<file path="src/design/gbsp_pkg.sv">
// Shared types, constants and the exponential table of the gap-based speed profile.
// Used by every module of the block; depends on nothing.
package gbsp_pkg;

    localparam int POS_W   = 26;
    localparam int SPEED_W = 18;
    localparam int STEP_W  = 7;
    localparam int KEPT_W  = 7;
    localparam int IDX_W   = 6;
    localparam int INC_W   = 16;

    localparam logic [POS_W-1:0] POS_MAX = {POS_W{1'b1}};

    // Configuration register indexes
    localparam int CFG_IDX_W = 1;
    localparam logic [CFG_IDX_W-1:0] CFG_SPEED_LIMIT  = 1'd0;
    localparam logic [CFG_IDX_W-1:0] CFG_LEAD_STEP_MS = 1'd1;
    localparam logic [SPEED_W-1:0]   SPEED_LIMIT_RST  = 18'd22528;
    localparam logic [STEP_W-1:0]    LEAD_STEP_RST    = 7'd20;

    // Gap offset of 30 m in Q.10, and speed change limits per step in LSB
    localparam logic [27:0] GAP_OFFSET = 28'd30720;
    localparam logic [11:0] DV_UP_MAX  = 12'd20;
    localparam logic [11:0] DV_DN_MAX  = 12'd102;

    // Reciprocals for constant division: q0 = (n * RCP) >> K, then one correction
    localparam logic [31:0] RCP_1000 = 32'd2199023255;
    localparam int          K_1000   = 41;
    localparam logic [18:0] RCP_250  = 19'd268435;
    localparam int          K_250    = 26;
    localparam logic [19:0] RCP_100  = 20'd671088;
    localparam int          K_100    = 26;

    // Exponential table e^(-0.06*i), Q1.16; every entry past about 197 rounds to zero,
    // so 256 entries cover any table depth.
    localparam int ROM_SIZE = 256;
    localparam int ROM_AW   = 8;
    localparam int EXP_W    = 17;
    localparam logic [63:0] EXP_RATIO = 64'd4044847872;

    typedef logic [ROM_SIZE-1:0][EXP_W-1:0] exp_rom_t;

    function automatic exp_rom_t exp_rom_build();
        exp_rom_t    rom;
        logic [63:0] t;
        t = 64'h1_0000_0000;
        for (int i = 0; i < ROM_SIZE; i++) begin
            rom[i] = EXP_W'((t + 64'd32768) >> 16);
            t = (t * EXP_RATIO + 64'h8000_0000) >> 32;
        end
        return rom;
    endfunction

    localparam exp_rom_t EXP_ROM = exp_rom_build();

    localparam int QUEUE_DEPTH = 2;
    localparam int QPTR_W      = (QUEUE_DEPTH > 1) ? $clog2(QUEUE_DEPTH) : 1;
    localparam int QCNT_W      = $clog2(QUEUE_DEPTH + 1);

    typedef struct packed {
        logic [POS_W-1:0]   start_pos;
        logic [SPEED_W-1:0] ego_speed;
        logic [POS_W-1:0]   lead_pos;
        logic [SPEED_W-1:0] lead_speed;
        logic [KEPT_W-1:0]  kept_points;
    } in_t;

    typedef struct packed {
        logic [POS_W-1:0] planned_pos;
        logic [IDX_W-1:0] point_index;
        logic             last_point;
    } out_t;

    // One planning job handed from front to back
    typedef struct packed {
        logic [POS_W-1:0]   s_ego;
        logic [SPEED_W-1:0] v;
        logic [POS_W-1:0]   s_lead;
        logic [INC_W-1:0]   lead_inc;
        logic [IDX_W-1:0]   first_idx;
    } job_t;

endpackage

</file>
<file path="src/design/gbsp_front.sv">
// Front end: accepts requests, extrapolates the lead vehicle, builds planning jobs.
// Depends on gbsp_pkg for payload, job types and division constants.
module gbsp_front #(
    parameter int PATH_POINTS = 50
) (
    input  logic                           aclk,
    input  logic                           aresetn,
    input  logic                           s_valid,
    output logic                           s_ready,
    input  gbsp_pkg::in_t                  s_data,
    input  logic [gbsp_pkg::STEP_W-1:0]    lead_step_ms,
    output logic                           push_valid,
    input  logic                           push_ready,
    output gbsp_pkg::job_t                 push_job
);
    import gbsp_pkg::*;

    typedef enum logic [5:0] {
        F_IDLE  = 6'b000001,
        F_PROD  = 6'b000010,
        F_SCALE = 6'b000100,
        F_RECIP = 6'b001000,
        F_FIX   = 6'b010000,
        F_PUSH  = 6'b100000
    } front_state_t;

    front_state_t state_reg, state_next;
    in_t          req_reg;
    logic [25:0]  prod_reg;
    logic [25:0]  num_inc_reg;
    logic [30:0]  num_start_reg;
    logic [57:0]  rcp_inc_reg;
    logic [62:0]  rcp_start_reg;
    job_t         job_reg, job_next;

    logic [5:0]   kept_m1;
    logic [16:0]  q_inc0;
    logic [21:0]  q_start0;
    logic [31:0]  r_inc, r_start;
    logic [16:0]  q_inc;
    logic [21:0]  q_start;
    logic [26:0]  lead_sum;

    assign s_ready    = (state_reg == F_IDLE);
    assign push_valid = (state_reg == F_PUSH);
    assign push_job   = job_reg;

    // kept of zero gives numerator 500, which divides to zero: no special path needed
    assign kept_m1 = (req_reg.kept_points == '0) ? 6'd0 : 6'(req_reg.kept_points - 7'd1);

    always_comb begin
        q_inc0   = rcp_inc_reg[57:K_1000];
        q_start0 = rcp_start_reg[62:K_1000];
        r_inc    = 32'(num_inc_reg) - 32'(q_inc0) * 32'd1000;
        r_start  = 32'(num_start_reg) - 32'(q_start0) * 32'd1000;
        q_inc    = (r_inc >= 32'd1000) ? q_inc0 + 1'b1 : q_inc0;
        q_start  = (r_start >= 32'd1000) ? q_start0 + 1'b1 : q_start0;
        lead_sum = {1'b0, req_reg.lead_pos} + 27'(q_start);
        job_next.s_ego     = req_reg.start_pos;
        job_next.v         = req_reg.ego_speed;
        job_next.s_lead    = lead_sum[26] ? POS_MAX : lead_sum[25:0];
        job_next.lead_inc  = q_inc[INC_W-1:0];
        job_next.first_idx = req_reg.kept_points[IDX_W-1:0];
    end

    always_comb begin
        state_next = state_reg;
        case (state_reg)
            F_IDLE: begin
                // drop requests that leave no point to plan
                if (s_valid && (int'(s_data.kept_points) < PATH_POINTS)) begin
                    state_next = F_PROD;
                end
            end
            F_PROD:  state_next = F_SCALE;
            F_SCALE: state_next = F_RECIP;
            F_RECIP: state_next = F_FIX;
            F_FIX:   state_next = F_PUSH;
            F_PUSH: begin
                if (push_ready) begin
                    state_next = F_IDLE;
                end
            end
            default: state_next = F_IDLE;
        endcase
    end

    always_ff @(posedge aclk) begin
        if (!aresetn) begin
            state_reg <= F_IDLE;
        end else begin
            state_reg <= state_next;
        end
    end

    always_ff @(posedge aclk) begin
        if (state_reg == F_IDLE && s_valid) begin
            req_reg <= s_data;
        end
        if (state_reg == F_PROD) begin
            prod_reg <= 26'(req_reg.lead_speed) * 26'(lead_step_ms);
        end
        if (state_reg == F_SCALE) begin
            num_inc_reg   <= prod_reg + 26'd500;
            num_start_reg <= 31'(kept_m1) * 31'(prod_reg) + 31'd500;
        end
        if (state_reg == F_RECIP) begin
            rcp_inc_reg   <= 58'(num_inc_reg) * 58'(RCP_1000);
            rcp_start_reg <= 63'(num_start_reg) * 63'(RCP_1000);
        end
        if (state_reg == F_FIX) begin
            job_reg <= job_next;
        end
    end

endmodule

</file>
<file path="config.mk">
export PLATFORM = sky130hd
export DESIGN_NAME = gbsp_front
export DESIGN_NICKNAME = d
export VERILOG_FILES = /design/src/design/gbsp_pkg.sv /design/src/design/gbsp_front.sv
export SDC_FILE = /design/constraint.sdc
export NUM_CORES = 2
export LEC_CHECK = 0
export BUFFER_PORTS_ARGS = -buffer_cell sky130_fd_sc_hd__buf_2
export CAP_MARGIN = 20
export CORE_MARGIN = 3
export CORE_UTILIZATION = 63
export DETAILED_ROUTE_END_ITERATION = 6
export PLACE_DENSITY = 0.8
export SYNTH_ARGS = -nofsm -noshare
export SYNTH_HDL_FRONTEND = slang
export SYNTH_SLANG_ARGS = --single-unit
</file>
<file path="constraint.sdc">
create_clock -name aclk -period 11.4 [get_ports aclk]
set_clock_uncertainty 0.05 [all_clocks]
set_input_delay 2.28 -clock aclk [delete_from_list [all_inputs] [get_ports aclk]]
set_output_delay 2.28 -clock aclk [all_outputs]
set_load 0.01 [all_outputs]
</file>
==> results.toml <==
[die]
std_cell_rows = 107
boundaryPins = 200
die_h_um = 302
dieArea_um2 = 91000
die_w_um = 302
fp.coreArea_um2 = 85900
initial_core_util_pct = 64.1

[place]
dp_hpwl_um = 116000
port_buffers = 199
gp_congestion = 0.998
placed_area_um2 = 57500

[finish]
final_layout_size_suffix_gt1_share_pct = 6.52
nets = 7472
layout_common_cells = "inv_1 (1,282), ha_1 (968), fa_1 (917)"
largest_reg_flops = 92
multiInputGateArea_um2 = 40700
num-fill-cells = 6429
final_area_um2 = 58800
seqCellArea_um2 = 9370
final_common_cell = "inv_1"
diodes = 0
areaGrowthSynthToFinish_pct = 6.68

[route]
wirelength_um = 137000
drc = 0
first_iter_violations = 2754
dr.pass1.iters = 5
detail-route-antenna-nets = 0
vias = 38100
wl_per_cell_um = 20.6
viasPerCell = 5.74

[synth]
yosys.area.top_type_share_pct = 33.4
yosys_warnings = 0
synth.distinct_cells = 83
ys_seq_elements = 314
synth.cell_area_um2 = 55100
synthArstFlopShare_pct = 0
ys_seq_area_share_pct = 17.0
syn_avg_cell_area_um2 = 10.5
synth_area_leaders = "fa_1 (33%), ha_1 (22%), edfxtp_1 (17%)"
netlist_instances = 5268
yosys.area.top_type = "fa_1"
synth-edff-count = 308
synth_fp_nets = 7262
ys.flop_type = "edfxtp_1"

[timing]
finalHoldViolations = 0
maxSlewViolCount = 0
slew-limit-headroom_pct = 27.9
fin_tns_setup_ps = 0
clock.fmax_mhz = 91.7
finalCriticalPeriod_ps = 10910
finalCritPeriodShare_pct = 95.7
setup_viol = 0
worst_slew_pin_slew_ps = 1080

[clock_tree]
cts-buffers-inserted = 34
cts-root-buf = "clkbuf_16"
clkLatencyLatePin_ps = 550
htreeDepth = 2
clkTransAtPathRegs_ps = 70
hold_buffers = 0
clk_path_buf_depth = 3
cts_sinks = 314
cts_tree = "done"

[critical_path]
crit_buf_inv = 5
critPathCaptureType = "register"
crit_cells = 44
criticalPathCategory = "register to register"
slowest_delay_ps = 560
crit_fanout = 9
cp_top_family = "compound AO/OA/AOI/OAI gates"
cp.arrival_ps = 11140
ff2ff_path_depth = 44
cp-start-kind = "register"
crit_required_ps = 11640
critPathSlowestCell = "fa_1"

[global_routing]
grt_pass1_vias = 40800
gr-total-overflow = 0
grt_max_degree = 78
grt_usage_pct = 31.0
antenna_found_initial = 4
grt_pass1_wl_um = 218000

[power_and_ir_drop]
power_leakage_nw = 29.7
p_per_area_nw_per_um2 = 85.5
power_mw = 5.02
vdd_drop_max_mv = 0.110

[hold_path]
hold_path_class = "register to register"
min_delay_path_depth = 0

[run_status]
status = "finished clean"

[job]
maxCapViolations = 0
-- per-layer routing --
| metal | track usage, % | wire length, um |
|---|---|---|
| met1 | 40.6 | 54400 |
| met2 | 51.7 | 66400 |
| met3 | 6.15 | 10800 |
| met4 | 11.0 | 5460 |
| met5 | 0 | 13 |
-- path summary, 6_finish.rpt --
| path | slack [ps] | endpoint | startpoint |
|---|---|---|---|
| setup / recovery | 490 | push_job[43]$_SDFFCE_PP1P_ | rcp_start_reg[47]$_DFFE_PN_ |
| hold / removal | 370 | push_job[52]$_DFFE_PP_ | job_next[52]$_DFFE_PP_ |
| setup reg to reg | 490 | push_job[43]$_SDFFCE_PP1P_ | rcp_start_reg[47]$_DFFE_PN_ |
| hold reg to reg | 370 | push_job[52]$_DFFE_PP_ | job_next[52]$_DFFE_PP_ |
-- metrics by stage --
stage          cells  util [%]  setup WS (ps)  hold slack [ps]
6_report        6646      68.4            491              369
5_1_grt         6646      68.4          -80.5              376
4_1_cts         6634      68.1           4.82              369
3_5_place_dp    6574      66.9          -64.8              355
3_3_place_gp    6574      66.9            297              350
2_1_floorplan   5268         -            953              350
-- power by group --
group          total (mW)  internal [mW]  switching [mW]
logic                2.44           1.07            1.37
clock network        1.10          0.612           0.486
registers            1.49           1.44          0.0431
total                5.02           3.13            1.90
-- cells by family (layout without fill, tap and decap cells) --
kind of cell             Yosys count  in the layout  synth area share [%]
AO/OA/AOI/OAI                    582            582                  6.84
XOR/XNOR                         207            207                  3.31
adder cells (fa/ha/maj)         1888           1888                  55.4
buffers and inverters           1354           1588                  9.26
flip-flops                       314            314                  17.0
multiplexers                       9              9                 0.177
AND/OR/NAND/NOR                  914            914                  8.01
-- area by class of cell --
type	count	area share (%)
Clock buffer	40	1.52
Clock inverter	20	0.283
Tap cell	1144	2.44
Sequential cell	314	15.9
Inverter	1287	8.23
Timing Repair Buffer	241	2.25
Multi-Input combinational cell	3600	69.3
-- cell usage after synthesis (all sizes together), types with 5 or more instances --
| cell type | n |
|---|---|
| inv | 1287 |
| ha | 970 |
| fa | 918 |
| nand2 | 361 |
| edfxtp | 308 |
| a21oi | 196 |
| nor2 | 145 |
| xnor2 | 142 |
| o21ai | 110 |
| a21o | 70 |
| and2 | 68 |
| nand3 | 67 |
| xor2 | 65 |
| nor3 | 61 |
| clkbuf | 59 |
| nand4 | 33 |
| nand2b | 31 |
| nor2b | 30 |
| and3 | 29 |
| o21a | 23 |
| nor4 | 20 |
| a211oi | 18 |
| a31oi | 16 |
| o211ai | 16 |
| o21bai | 16 |
| nor3b | 12 |
| o31ai | 12 |
| or2 | 12 |
| or3 | 11 |
| a21boi | 10 |
| and4 | 10 |
| a2111oi | 8 |
| a311oi | 8 |
| a41oi | 8 |
| buf | 8 |
| a211o | 7 |
| o2111ai | 7 |
| dfxtp | 6 |
| mux2 | 6 |
| or4 | 6 |
| o311ai | 5 |
-- timing repair --
| action | 4_1_cts | 5_1_grt |
|---|---|---|
| pin swaps | 0 | 13 |
| endpoints found under the setup margin | 6 | 26 |
| gates resized for setup | 1 | 33 |
| setup buffers | 0 | 12 |
Note: power is estimated with default switching activity, not from simulation.
