<file path="src/design/gbsp_pkg.sv">
// Shared types, constants and the exponential table of the gap-based speed profile.
// Used by every module of the block; depends on nothing.
package gbsp_pkg;

    localparam int POS_W   = 26;
    localparam int SPEED_W = 18;
    localparam int STEP_W  = 7;
    localparam int KEPT_W  = 7;
    localparam int IDX_W   = 6;
    localparam int INC_W   = 16;

    localparam logic [POS_W-1:0] POS_MAX = {POS_W{1'b1}};

    // Configuration register indexes
    localparam int CFG_IDX_W = 1;
    localparam logic [CFG_IDX_W-1:0] CFG_SPEED_LIMIT  = 1'd0;
    localparam logic [CFG_IDX_W-1:0] CFG_LEAD_STEP_MS = 1'd1;
    localparam logic [SPEED_W-1:0]   SPEED_LIMIT_RST  = 18'd22528;
    localparam logic [STEP_W-1:0]    LEAD_STEP_RST    = 7'd20;

    // Gap offset of 30 m in Q.10, and speed change limits per step in LSB
    localparam logic [27:0] GAP_OFFSET = 28'd30720;
    localparam logic [11:0] DV_UP_MAX  = 12'd20;
    localparam logic [11:0] DV_DN_MAX  = 12'd102;

    // Reciprocals for constant division: q0 = (n * RCP) >> K, then one correction
    localparam logic [31:0] RCP_1000 = 32'd2199023255;
    localparam int          K_1000   = 41;
    localparam logic [18:0] RCP_250  = 19'd268435;
    localparam int          K_250    = 26;
    localparam logic [19:0] RCP_100  = 20'd671088;
    localparam int          K_100    = 26;

    // Exponential table e^(-0.06*i), Q1.16; every entry past about 197 rounds to zero,
    // so 256 entries cover any table depth.
    localparam int ROM_SIZE = 256;
    localparam int ROM_AW   = 8;
    localparam int EXP_W    = 17;
    localparam logic [63:0] EXP_RATIO = 64'd4044847872;

    typedef logic [ROM_SIZE-1:0][EXP_W-1:0] exp_rom_t;

    function automatic exp_rom_t exp_rom_build();
        exp_rom_t    rom;
        logic [63:0] t;
        t = 64'h1_0000_0000;
        for (int i = 0; i < ROM_SIZE; i++) begin
            rom[i] = EXP_W'((t + 64'd32768) >> 16);
            t = (t * EXP_RATIO + 64'h8000_0000) >> 32;
        end
        return rom;
    endfunction

    localparam exp_rom_t EXP_ROM = exp_rom_build();

    localparam int QUEUE_DEPTH = 2;
    localparam int QPTR_W      = (QUEUE_DEPTH > 1) ? $clog2(QUEUE_DEPTH) : 1;
    localparam int QCNT_W      = $clog2(QUEUE_DEPTH + 1);

    typedef struct packed {
        logic [POS_W-1:0]   start_pos;
        logic [SPEED_W-1:0] ego_speed;
        logic [POS_W-1:0]   lead_pos;
        logic [SPEED_W-1:0] lead_speed;
        logic [KEPT_W-1:0]  kept_points;
    } in_t;

    typedef struct packed {
        logic [POS_W-1:0] planned_pos;
        logic [IDX_W-1:0] point_index;
        logic             last_point;
    } out_t;

    // One planning job handed from front to back
    typedef struct packed {
        logic [POS_W-1:0]   s_ego;
        logic [SPEED_W-1:0] v;
        logic [POS_W-1:0]   s_lead;
        logic [INC_W-1:0]   lead_inc;
        logic [IDX_W-1:0]   first_idx;
    } job_t;

endpackage

</file>
<file path="src/design/gbsp_queue.sv">
// Short job queue between front and back of the speed profile block.
// Depends on gbsp_pkg for the job type and depth.
module gbsp_queue (
    input  logic          aclk,
    input  logic          aresetn,
    input  logic          push_valid,
    output logic          push_ready,
    input  gbsp_pkg::job_t push_job,
    output logic          pop_valid,
    input  logic          pop_ready,
    output gbsp_pkg::job_t pop_job
);
    import gbsp_pkg::*;

    job_t              mem_reg [QUEUE_DEPTH];
    logic [QPTR_W-1:0] wr_ptr_reg, wr_ptr_next;
    logic [QPTR_W-1:0] rd_ptr_reg, rd_ptr_next;
    logic [QCNT_W-1:0] count_reg, count_next;
    logic              push_fire, pop_fire;

    assign push_ready = (count_reg != QCNT_W'(QUEUE_DEPTH));
    assign pop_valid  = (count_reg != '0);
    assign pop_job    = mem_reg[rd_ptr_reg];
    assign push_fire  = push_valid && push_ready;
    assign pop_fire   = pop_valid && pop_ready;

    always_comb begin
        wr_ptr_next = wr_ptr_reg;
        rd_ptr_next = rd_ptr_reg;
        count_next  = count_reg;
        if (push_fire) begin
            wr_ptr_next = (wr_ptr_reg == QPTR_W'(QUEUE_DEPTH - 1)) ? '0 : wr_ptr_reg + 1'b1;
        end
        if (pop_fire) begin
            rd_ptr_next = (rd_ptr_reg == QPTR_W'(QUEUE_DEPTH - 1)) ? '0 : rd_ptr_reg + 1'b1;
        end
        if (push_fire && !pop_fire) begin
            count_next = count_reg + 1'b1;
        end else if (pop_fire && !push_fire) begin
            count_next = count_reg - 1'b1;
        end
    end

    always_ff @(posedge aclk) begin
        if (!aresetn) begin
            wr_ptr_reg <= '0;
            rd_ptr_reg <= '0;
            count_reg  <= '0;
        end else begin
            wr_ptr_reg <= wr_ptr_next;
            rd_ptr_reg <= rd_ptr_next;
            count_reg  <= count_next;
        end
    end

    always_ff @(posedge aclk) begin
        if (push_fire) begin
            mem_reg[wr_ptr_reg] <= push_job;
        end
    end

    // Occupancy follows pushes and pops exactly
    a_count_track: assert property (@(posedge aclk) disable iff (!aresetn)
        1'b1 |=> count_reg == QCNT_W'($past(count_reg) + QCNT_W'($past(push_fire))
                                      - QCNT_W'($past(pop_fire))))
        else $error("queue count out of step with pushes and pops");

endmodule

</file>
<file path="config.mk">
export PLATFORM = sky130hd
export DESIGN_NAME = gbsp_queue
export DESIGN_NICKNAME = d
export VERILOG_FILES = /design/src/design/gbsp_pkg.sv /design/src/design/gbsp_queue.sv
export SDC_FILE = /design/constraint.sdc
export NUM_CORES = 1
export LEC_CHECK = 0
export ABC_AREA = 1
export BUFFER_PORTS_ARGS = -buffer_cell sky130_fd_sc_hd__buf_2
export CAP_MARGIN = 20
export CORE_MARGIN = 5
export CORE_UTILIZATION = 50
export CTS_CLUSTER_SIZE = 20
export DETAILED_ROUTE_END_ITERATION = 16
export HOLD_SLACK_MARGIN = 0.06
export MAX_ROUTING_LAYER = met4
export PLACE_DENSITY_LB_ADDON = 0.25
export REMOVE_ABC_BUFFERS = 1
export SLEW_MARGIN = 20
export SYNTH_ARGS = -nofsm -noshare
export SYNTH_HDL_FRONTEND = slang
export SYNTH_SLANG_ARGS = --single-unit
</file>
<file path="constraint.sdc">
create_clock -name aclk -period 8.5 [get_ports aclk]
set_clock_uncertainty 0.15 [all_clocks]
set_input_delay 2.125 -clock aclk [delete_from_list [all_inputs] [get_ports aclk]]
set_output_delay 2.125 -clock aclk [all_outputs]
set_load 0.01 [all_outputs]
</file>
==> key figures, run 1 <==
Cells and area
  • Max reg flops: 184
  • Area Growth Syn to Fin: 22.9%
  • # fillers: about 1,100
  • Nets: roughly 620
  • Ant. Diodes: 0
  • Share of cells above drive strength 1: 58.0%

Floorplan
  • Core Area: 14,400 um2
  • Starting density of the core: 50.5%
  • Total die area: 17,100 um2
  • Die Height: between 100 and 150 um
  • Cell row count: 44
  • Die X: ~130 um
  • IO Count: 190

Clock tree
  • # H-tree levels: 4
  • Cts hold-fix bufs: 0
  • Clk buf depth: 2
  • Num CTS Buffers: 17
  • Post-CTS setup buffers: 0
  • TritonCTS clock tree: yes
  • Later-pin clock latency in the skew report: 0.41 ns
  • Root buf cell: clkbuf_16
  • Clock Pin Slew Worst Setup and Hold Paths: 0.06 ns
  • Post-CTS resize count: 0
  • Clock sink total: between 150 and 200

Synth
  • Part of the Yosys area used for sequential elements: between 70% and 80%
  • Synth Cell Area: between 7000 and 8000 um2
  • Dominant cells by area after synthesis: edfxtp_1 76%, mux2_4 17%, buf_12 2.2%
  • Gate Count Post-Synth: 323
  • Synth Warn #: 0
  • Yosys top cell by area: edfxtp_1
  • Syn Area/Cell: 22.5 um2
  • Yosys cell types: 16
  • #FFs+latches synth: 189
  • Synth top area share: around 76%

Worst setup path
  • CP Cell Sequence: buf_4 -> buf_16 -> mux2_2 -> buf_2
  • CP startpoint kind: flip-flop
  • Crit-path max cell delay: 0.69 ns
  • FF-to-FF Start: count_reg[0]
  • Crit path max-delay family: buffers and inverters
  • RR Endpoint: mem_reg[0][41]
  • Required @ worst endpoint: just over 6 ns
  • Number of buffers and inverters on the critical path: 3
  • Critical Path Fanout Max: ~40
  • Crit path max-delay cell type: dfxtp_4
  • Reg-to-reg slack, setup: between 5 and 6 ns
  • CP Data Arrival Time: between 2 and 2.5 ns
  • CP Class: flip-flop to output pin
  • Critical Path Sink Type: output pin
  • Levels on crit path: 4
  • Register-to-Register Path Depth: 5

Pwr
  • Max VDD drop: about 0.16 mV
  • Seq pwr share: a little under half
  • PwrDens: ~300 nW/um2
  • Comb power frac: 23.5%
  • Clock Power Share: 29.9%
  • Total Power: 2.64 mW
  • Internal power: 1.98 mW
  • Leak: ~3.5 nW
  • Psw: between 0.6 and 0.7 mW
  • Switch share: between 20% and 30%

GRT
  • Initial antenna violation count: 0
  • Number of global-route vias before repair: 3,740
  • Total grt overflow: 0
  • Global-route wire length before repair: ~19,000 um
  • Largest net degree at the start of global routing: a little over 70
  • Global Route Usage Sum: approximately 15%

Hold path
  • Hold path startpoint: rd_ptr_reg
  • Worst hold path stage count: 2
  • Worst hold path type: flip-flop to flip-flop
  • Hold endpoint: rd_ptr_reg

Detailed routing
  • Met3 routed WL: approximately 970 um
  • Met2 Wirelength: ~6600 um
  • Detail Route Antenna Nets: 0
  • DRC Markers: 0
  • First-pass iteration count of the detailed router: 4
  • Routed wire length: between 10,000 and 15,000 um
  • Via count: approximately 3,500
  • DRT met1 WL: about 4800 um
  • DR iter-0 viols: ~190
  • Vias per inst: about 4.9
  • Wirelength per Cell: between 15 and 20 um
  • DR top layer: met4

Run
  • Max Cap Viol: 0

Place
  • GPL Wtd Cong: ~0.67
  • IO Port Bufs: around 190
  • Dpl hpwl: 8600 um

Timing
  • # setup viols final: 0
  • Final Hold Viols: 0
  • Relative slew slack: 37.6%
  • Max frequency: between 0.2 and 0.25 GHz
  • Period utilization: between 50 and 60%
  • Max-slew violations: 0
  • RSZ-0062 raised after global routing: false
  • Hold WS: approximately 0.36 ns
  • Tmin final: approximately 4.7 ns
  • Worst-Margin Slew: a little over 0.9 ns
  • Setup TNS: 0 ns

Outcome
  • Run status: complete, no violations
## synth_stat cells (all sizes together)
library cell  instances
nor2                  8
ha                    1
mux2                 92
o21ai                 2
nand3                 1
inv                   8
a21oi                 1
dfxtp                 5
edfxtp              184
buf                  10
nand4                 1
nand2                 9
o21a                  1
## power groups by stage
stage	combinational, mW	sequential (mW)	clock [mW]
after floorplan	0.418	1.29	0
after global placement	0.624	1.25	0
after detailed placement	0.630	1.25	0
after CTS	0.632	1.24	0.807
after global routing	0.668	1.25	0.846
final	0.621	1.23	0.789
## per-layer routing
layer / vias to the layer above / track usage (%)
met2: 122 / 25.6
met1: 1715 / 17.2
met3: 16 / 4.55
met5: - / -
li1: 1664 / -
met4: 0 / 5.99
## cells by family (layout without fill, tap and decap cells)
family                     after synthesis  in the layout  synth area share (%)
AOI/OAI and AO/OA                        4              4                 0.309
buffers and inverters                   18            233                  2.84
DFF                                    189            189                  77.3
adders and majority gates                1              1                 0.172
muxes                                   92             92                  18.4
and+or+nand+nor                         19             19                  1.03
## how the worst max path moves through the flow
stage	to	startpoint
2_1_floorplan	mem_reg[0][0]	push_valid
3_3_place_gp	pop_job[91]	flip-flop
3_5_place_dp	pop_job[72]	flip-flop
4_1_cts	pop_job[72]	flip-flop
5_1_grt	pop_job[91]	flip-flop
6_report	pop_job[77]	flip-flop
## layout by cell type, fill, tap and decap left out
cell,synthesis,routed
a21oi_1,1,1
buf_16,0,1
buf_2,1,189
buf_4,0,4
bufinv_16,0,4
clkbuf_1,0,5
clkbuf_16,0,17
clkinv_1,0,3
clkinv_2,0,1
clkinvlp_4,0,1
dfxtp_1,5,4
dfxtp_4,0,1
edfxtp_1,184,184
ha_1,1,1
inv_1,8,8
mux2_2,12,12
mux2_4,80,80
nand2_1,9,9
nand3_1,1,1
nand4_1,1,1
nor2_1,8,6
nor2_4,0,2
o21a_1,1,1
o21ai_0,2,2
## layout make-up
class | instances | area (um2) | share of cell area (%)
multi-input combinational | 116 | 1460 | 16.3
inverter | 8 | 30.0 | 0.336
tap | 184 | 230 | 2.57
timing repair buffer | 194 | 1000 | 11.2
clock inverter | 9 | 144 | 1.61
sequential | 189 | 5630 | 62.9
clock buffer | 22 | 444 | 4.97
## tightest hold or removal path, cell delays in order (launching register included)
cell     delay (ns)
dfxtp_1        0.33
nor2_1         0.06
nor2_1         0.09
## through the flow
stage / instance area (um2) / utilization (%) / setup slack [ns] / std cells
global placement: 8330 / 57.7 / 3.95 / 690
detailed placement: 8330 / 57.7 / 3.94 / 690
CTS: 8910 / 61.8 / 3.49 / 721
finish: 8940 / 62.0 / 3.75 / 722
global route: 8940 / 62.0 / 3.63 / 722
floorplan: 7100 / - / 1.76 / 313
No activity file was read; power rests on OpenSTA's default activity.
==> run 2: changes to the inputs <==
--- a/config.mk
+++ b/config.mk
@@ -5,7 +5,7 @@
 export SDC_FILE = /design/constraint.sdc
 export NUM_CORES = 1
 export LEC_CHECK = 0
-export ABC_AREA = 1
+export ABC_AREA = 0
 export BUFFER_PORTS_ARGS = -buffer_cell sky130_fd_sc_hd__buf_2
 export CAP_MARGIN = 20
 export CORE_MARGIN = 5
==> constraint.sdc (replaced) <==
create_clock -name aclk -period 4.6 [get_ports aclk]
set_clock_uncertainty 0.15 [all_clocks]
set_input_delay 1.15 -clock aclk [delete_from_list [all_inputs] [get_ports aclk]]
set_output_delay 1.15 -clock aclk [all_outputs]
set_load 0.01 [all_outputs]
==> key figures, run 2 <==
Worst setup path
  • CP Data Arrival Time: 2.25 ns (-0.22 ns)
  • Register-to-Register Path Depth: 3 (-2)
  • Critical Path Fanout Max: 62 (+51%)
  • Crit path max-delay cell type: dfxtp_4
  • Crit path max-delay family: flip-flops
  • Number of buffers and inverters on the critical path: 2 (-1)
  • Required @ worst endpoint: 3.30 ns (-2.93 ns)
  • Reg-to-reg slack, setup: 2.52 ns (-3.27 ns)
  • Crit path to: pop_job[64]
  • RR Endpoint: mem_reg[1][88]
  • CP startpoint kind: flip-flop
  • Critical Path Sink Type: output pin
  • Crit-path max cell delay: 0.90 ns (+0.21 ns)
  • Levels on crit path: 3 (-1)
  • CP Class: flip-flop to output pin
  • CP Cell Sequence: buf_4 -> mux2_2 -> buf_2
  • FF-to-FF Start: count_reg[0]

Cells and area
  • Commonest non-fill, non-tap cells in the layout: 189 x buf_2, 184 x edfxtp_1, 92 x mux2_2
  • Area Growth Syn to Fin: 25.4%
  • Utilization after layout: 63.1% (+1.1 points)
  • Share of cells above drive strength 1: 61.0% (+3.0 points)
  • Ant. Diodes: 0 (unchanged)
  • Finished layout cell area: 8660 um2 (-3.1%)
  • Commonest non-fill, non-tap cell in the layout: buf_2
  • Max reg flops: 184 (unchanged)
  • Nets: 609 (-2.2%)

GRT
  • Largest net degree at the start of global routing: 63 (-13%)
  • Total grt overflow: 0 (unchanged)
  • Number of global-route vias before repair: 3,781 (+1.1%)
  • Global Route Usage Sum: 16.0% (+0.73 points)
  • Global-route wire length before repair: 19,000 um (+2.0%)
  • Initial antenna violation count: 0 (unchanged)

Synth
  • Commonest cells post-synth: 184 x edfxtp_1, 92 x mux2_2, 8 x buf_6, 5 x dfxtp_1, 4 x and2_1
  • Post-synthesis compound-gate area fraction: 0.507% (+0.20 points)
  • Part of the Yosys area used for sequential elements: 81.4% (+4.2 points)
  • Synth Warn #: 0 (unchanged)
  • Post-synth EDFFs: 184 (unchanged)
  • Top-count cell post-synth: edfxtp_1
  • Adder-Cell Fraction of Synth Area: 0.181% (+0.0092 points)
  • Async S/R FF share, synth: 0% (unchanged)
  • Post-Synth XOR/XNOR Area: 0.380% (+0.38 points)
  • #FFs+latches synth: 189 (unchanged)
  • Synth top area share: 80.0% (+4.1 points)
  • Yosys top cell by area: edfxtp_1
  • Mux contribution to synthesized area: 15.0% (-3.4 points)
  • Synth Cell Area: 6910 um2 (-5.1%)
  • Main combinational cell family by area after synthesis: multiplexers
  • Top FF cell, synth: edfxtp_1
  • Syn Area/Cell: 22.3 um2 (-1.1%)
  • Dominant cells by area after synthesis: edfxtp_1 80%, mux2_2 15%, dfxtp_1 1.4%
  • Gate Count Post-Synth: 310 (-4.0%)
  • Post-synthesis simple-gate area fraction: 0.942% (-0.089 points)
  • Yosys cell types: 21 (+5)

Detailed routing
  • Wirelength per Cell: 17.7 um (+2.0%)
  • DRC Markers: 0 (unchanged)
  • DRT met1 WL: 5030 um (+4.6%)
  • DR iter-0 viols: 173 (-6.5%)
  • Detail Route Antenna Nets: 0 (unchanged)
  • Met2 Wirelength: 6320 um (-3.7%)
  • Via count: 3,494 (-0.65%)
  • Vias per inst: 4.96 (+1.7%)
  • Routed wire length: 12,500 um (-0.41%)
  • Met3 routed WL: 1010 um (+3.7%)
  • DR top layer: met4
  • First-pass iteration count of the detailed router: 4 (unchanged)

Pwr
  • Seq pwr share: 47.1% (+0.5 points)
  • Leak: 3.22 nW (-8.7%)
  • Psw: 1.25 mW (+89%)
  • PwrDens: 558 nW/um2 (+89%)
  • Clock Power Share: 31.3% (+1.4 points)
  • Max VDD drop: 0.392 mV (+150%)
  • Internal power: 3.58 mW (+81%)
  • Comb power frac: 21.6% (-1.9 points)
  • Switch share: 25.8% (+0.81 points)

Place
  • Dpl hpwl: 8340 um (-3.0%)
  • DP Area: 8040 um2 (-3.4%)
  • GPL Wtd Cong: 0.747 (+12%)
  • IO Port Bufs: 189 (unchanged)

Floorplan
  • Die X: 128 um (-2.4%)
  • Starting density of the core: 50.3% (-0.12 points)
  • IO Count: 190 (unchanged)
  • Cell row count: 43 (-2.3%)
  • Core Area: 13,700 um2 (-4.9%)
  • Die Height: 128 um (-2.4%)
  • Total die area: 16,300 um2 (-4.7%)

Timing
  • Hold WS: 0.438 ns (+0.0822 ns)
  • Tmin final: between 3 and 4 ns
  • Setup TNS: 0 ns (unchanged)
  • Worst-Margin Slew: 0.835 ns (-0.101 ns)
  • Relative slew slack: 44.4% (+6.7 points)
  • RSZ-0062 raised after global routing: false
  • Final Hold Viols: 0 (unchanged)
  • Max frequency: ~0.28 GHz
  • Max-slew violations: 0 (unchanged)
  • Period utilization: 77.1%
  • # setup viols final: 0 (unchanged)

Clock tree
  • Clk buf depth: 2 (unchanged)
  • Clock Pin Slew Worst Setup and Hold Paths: 0.07 ns (about the same)
  • Num CTS Buffers: 17 (unchanged)
  • Cts hold-fix bufs: 0 (unchanged)
  • TritonCTS clock tree: yes
  • Post-CTS setup buffers: 0 (unchanged)
  • Clock sink total: 189 (unchanged)
  • Root buf cell: clkbuf_16
  • # H-tree levels: 4 (unchanged)
  • Later-pin clock latency in the skew report: 0.41 ns (about the same)
  • Post-CTS resize count: 0 (unchanged)

Hold path
  • Worst hold path type: flip-flop to flip-flop

Outcome
  • Run status: complete, no violations

Run
  • Max Cap Viol: 0 (unchanged)
run 2: cell types whose count changed after synthesis, sizes merged, moves of 2 or more:
cell and change:
nand2 -9, nor2 -8, inv -7, and2 +4
a21boi +2, xnor2 +2
run 2: logic make-up (layout without fill, tap and decap cells):
| kind of cell | Yosys count | count (layout) |
|---|---|---|
| AO/OA/AOI/OAI | 5 | 5 |
| XOR/XNOR | 3 | 3 |
| adder cells (fa/ha/maj) | 1 | 1 |
| buffers and inverters | 11 | 226 |
| flip-flops | 189 | 189 |
| multiplexers | 92 | 92 |
| AND/OR/NAND/NOR | 9 | 9 |
run 2: through the flow:
stage                     setup slack, ns  instances  total power [mW]
final                                1.05        705              4.83
after detailed placement             1.43        673              3.38
after CTS                           0.973        705              4.90
after global placement               1.45        673              3.36
after floorplan                     0.534        300              2.95
after global routing                0.903        705              5.05
run 2: layout make-up:
cell class,count,area (um2)
flip-flops and latches,189,5630
fillers,1029,5060
multi-input cells,110,1180
repair buffers,193,1000
clock buffers,17,425
well taps,180,225
clock inverters,15,196
inverters,1,6.26
run 2: worst min path at each step:
stage,to,depth (start not counted),from,slack (ns)
final,count_reg[1],2,count_reg[1],0.44
after global routing,count_reg[1],2,count_reg[1],0.46
after CTS,count_reg[1],2,count_reg[1],0.45
after detailed placement,rd_ptr_reg,2,rd_ptr_reg,0.44
after global placement,count_reg[1],2,count_reg[1],0.38
after floorplan,count_reg[1],2,count_reg[1],0.36
run 2: per-layer routing:
layer / track usage [%] / vias to the layer above
met5: - / -
met4: 5.49 / 0
met3: 4.81 / 11
met2: 26.0 / 133
met1: 19.1 / 1706
li1: - / 1644
run 2: tightest hold or removal path: stages (launching register included):
cell and delay, ns:
dfxtp_1 0.36, o21ai_0 0.11, a21boi_1 0.07
run 2: power by group through the flow:
stage                     logic, mW  registers (mW)  clock network [mW]
final                          1.04            2.28                1.51
after global routing           1.13            2.30                1.61
after CTS                      1.07            2.29                1.54
after detailed placement       1.06            2.32                   0
after global placement         1.05            2.31                   0
after floorplan               0.634            2.32                   0
==> run 3: changes to the inputs <==
==> constraint.sdc (replaced) <==
create_clock -name aclk -period 3.33 [get_ports aclk]
set_clock_uncertainty 0.15 [all_clocks]
set_input_delay 0.8325 -clock aclk [delete_from_list [all_inputs] [get_ports aclk]]
set_output_delay 0.8325 -clock aclk [all_outputs]
set_load 0.01 [all_outputs]
==> key figures, run 3 (synthesis gave the netlist of run 2 again) <==
Outcome
  • Run status: complete, no violations

Clock tree
  • TritonCTS clock tree: yes
  • Later-pin clock latency in the skew report: 0.42 ns (about the same)
  • Root buf cell: clkbuf_16
  • Num CTS Buffers: 17 (unchanged)
  • Clock Pin Slew Worst Setup and Hold Paths: 0.06 ns (about the same)
  • Post-CTS resize count: 0 (unchanged)
  • Clock sink total: 189 (unchanged)
  • # H-tree levels: 4 (unchanged)
  • Clk buf depth: 2 (unchanged)
  • Post-CTS setup buffers: 0 (unchanged)
  • Cts hold-fix bufs: 0 (unchanged)

Place
  • GPL Wtd Cong: 0.749 (+0.25%)
  • DP Area: 8060 um2 (+0.25%)
  • Placed cells: 674 (+0.15%)
  • Dpl hpwl: 8600 um (+3.2%)
  • IO Port Bufs: 189 (unchanged)

Timing
  • # setup viols final: 0 (unchanged)
  • Final Hold Viols: 0 (unchanged)
  • Worst-Margin Slew: 0.460 ns (-0.375 ns)
  • Max-slew violations: 0 (unchanged)
  • Max frequency: 0.351 GHz
  • Tmin final: roughly 2.9 ns
  • Relative slew slack: 69.4% (+25 points)
  • RSZ-0062 raised after global routing: false
  • Period utilization: ~86%
  • Hold WS: 0.419 ns (-0.0187 ns)
  • Setup TNS: 0 ns (unchanged)

Pwr
  • Leak: 3.22 nW (-0.14%)
  • Max VDD drop: 0.408 mV (+4.0%)
  • PwrDens: 760 nW/um2 (+36%)
  • Total Power: 6.57 mW (+36%)

Detailed routing
  • Vias per inst: 4.98 (+0.52%)
  • First-pass iteration count of the detailed router: 4 (unchanged)
  • Via count: 3,517 (+0.66%)
  • Detail Route Antenna Nets: 0 (unchanged)
  • DRC Markers: 0 (unchanged)
  • Routed wire length: 12,900 um (+3.0%)
  • Wirelength per Cell: 18.2 um (+2.9%)
  • DR iter-0 viols: 271 (+57%)

Cells and area
  • Non-Filler Instances: 706 (+0.14%)
  • Area Growth Syn to Fin: 25.1%
  • Commonest non-fill, non-tap cell in the layout: buf_2
  • Ant. Diodes: 0 (unchanged)
  • Max reg flops: 184 (unchanged)
  • Commonest non-fill, non-tap cells in the layout: 189 x buf_2, 184 x edfxtp_1, 92 x mux2_2
  • Share of cells above drive strength 1: 60.5% (-0.50 points)
  • Finished layout cell area: 8640 um2 (-0.23%)
  • Nets: 610 (+0.16%)
  • # fillers: 1,013 (-1.6%)

Worst setup path
  • Reg-to-reg slack, setup: 1.33 ns (-1.19 ns)
  • RR Endpoint: mem_reg[0][35]
  • Required @ worst endpoint: 2.35 ns (-0.95 ns)
  • Crit-path max cell delay: 0.44 ns (-0.46 ns)
  • Register-to-Register Path Depth: 4 (+1)
  • Crit path max-delay cell type: dfxtp_4
  • CP Data Arrival Time: 1.87 ns (-0.38 ns)
  • Critical Path Sink Type: output pin
  • CP startpoint kind: flip-flop
  • FF-to-FF Start: count_reg[0]
  • CP Cell Sequence: buf_12 -> mux2_2 -> buf_2
  • CP Class: flip-flop to output pin
  • Critical Path Fanout Max: 82 (+32%)

GRT
  • Initial antenna violation count: 0 (unchanged)
  • Number of global-route vias before repair: 3,730 (-1.3%)
  • Total grt overflow: 0 (unchanged)
  • Global-route wire length before repair: 19,400 um (+2.0%)
  • Largest net degree at the start of global routing: 83 (+32%)
  • Global Route Usage Sum: 16.6% (+0.59 points)

Hold path
  • Hold endpoint: count_reg[1]
  • Worst hold path type: flip-flop to flip-flop
  • Worst hold path stage count: 2 (unchanged)
  • Hold path startpoint: count_reg[1]

Floorplan
  • Core Area: 13,700 um2 (unchanged)
  • Die X: 128 um (unchanged)
  • Starting density of the core: 50.3% (unchanged)
  • IO Count: 190 (unchanged)
  • Die Height: 128 um (unchanged)
  • Cell row count: 43 (unchanged)
  • Total die area: 16,300 um2 (unchanged)

Run
  • Max Cap Viol: 0 (unchanged)
==> run 3: cell count changes in the layout (fill, tap and decap cells not counted), sizes merged <==
cell      before  now
clkbuf        17   19
clkinv         7    9
clkinvlp       3    1
buf          193  194
bufinv         4    3
inv            2    1
==> run 3: layer usage <==
metal	wire length [um]	track usage (%)
met1	5510	20.9
met2	6310	25.8
met3	827	4.22
met4	218	7.00
met5	0	-
==> run 3: worst max path at each step <==
| stage | cells past startpoint | slack, ns | end | startpoint |
|---|---|---|---|---|
| 4_1_cts | 3 | 0.46 | pop_job[68] | flip-flop |
| 3_5_place_dp | 3 | 0.92 | pop_job[68] | flip-flop |
| 3_3_place_gp | 3 | 0.93 | pop_job[54] | flip-flop |
| 2_1_floorplan | 1 | -0.42 | pop_job[0] | flip-flop |
| 6_report | 3 | 0.48 | pop_job[89] | flip-flop |
| 5_1_grt | 3 | 0.40 | pop_job[13] | flip-flop |
==> run 3: metrics by stage <==
stage / worst slack, ns / util [%]
floorplan: -0.418 / -
global placement: 0.933 / 58.8
detailed placement: 0.923 / 58.8
CTS: 0.457 / 63.0
global route: 0.398 / 63.0
finish: 0.479 / 63.0
==> run 3: where the power goes <==
part | internal (mW) | switching [mW]
Clock | 1.17 | 0.802
Combinational | 0.732 | 0.799
Sequential | 2.97 | 0.0949
==> run 3: layout make-up <==
cell class	count	area [um2]	share of cell area, %
inverters	1	6.26	0.0724
multi-input cells	110	1180	13.7
repair buffers	194	1020	11.8
clock inverters	13	149	1.72
flip-flops and latches	189	5630	65.1
clock buffers	19	433	5.01
well taps	180	225	2.61
==> run 3: critical path, delay by kind of cell, from the launching register on <==
| family | cells | cell delay [ns] |
|---|---|---|
| DFF | 1 | 0.44 |
| buffers and inverters | 2 | 0.55 |
| muxes | 1 | 0.41 |
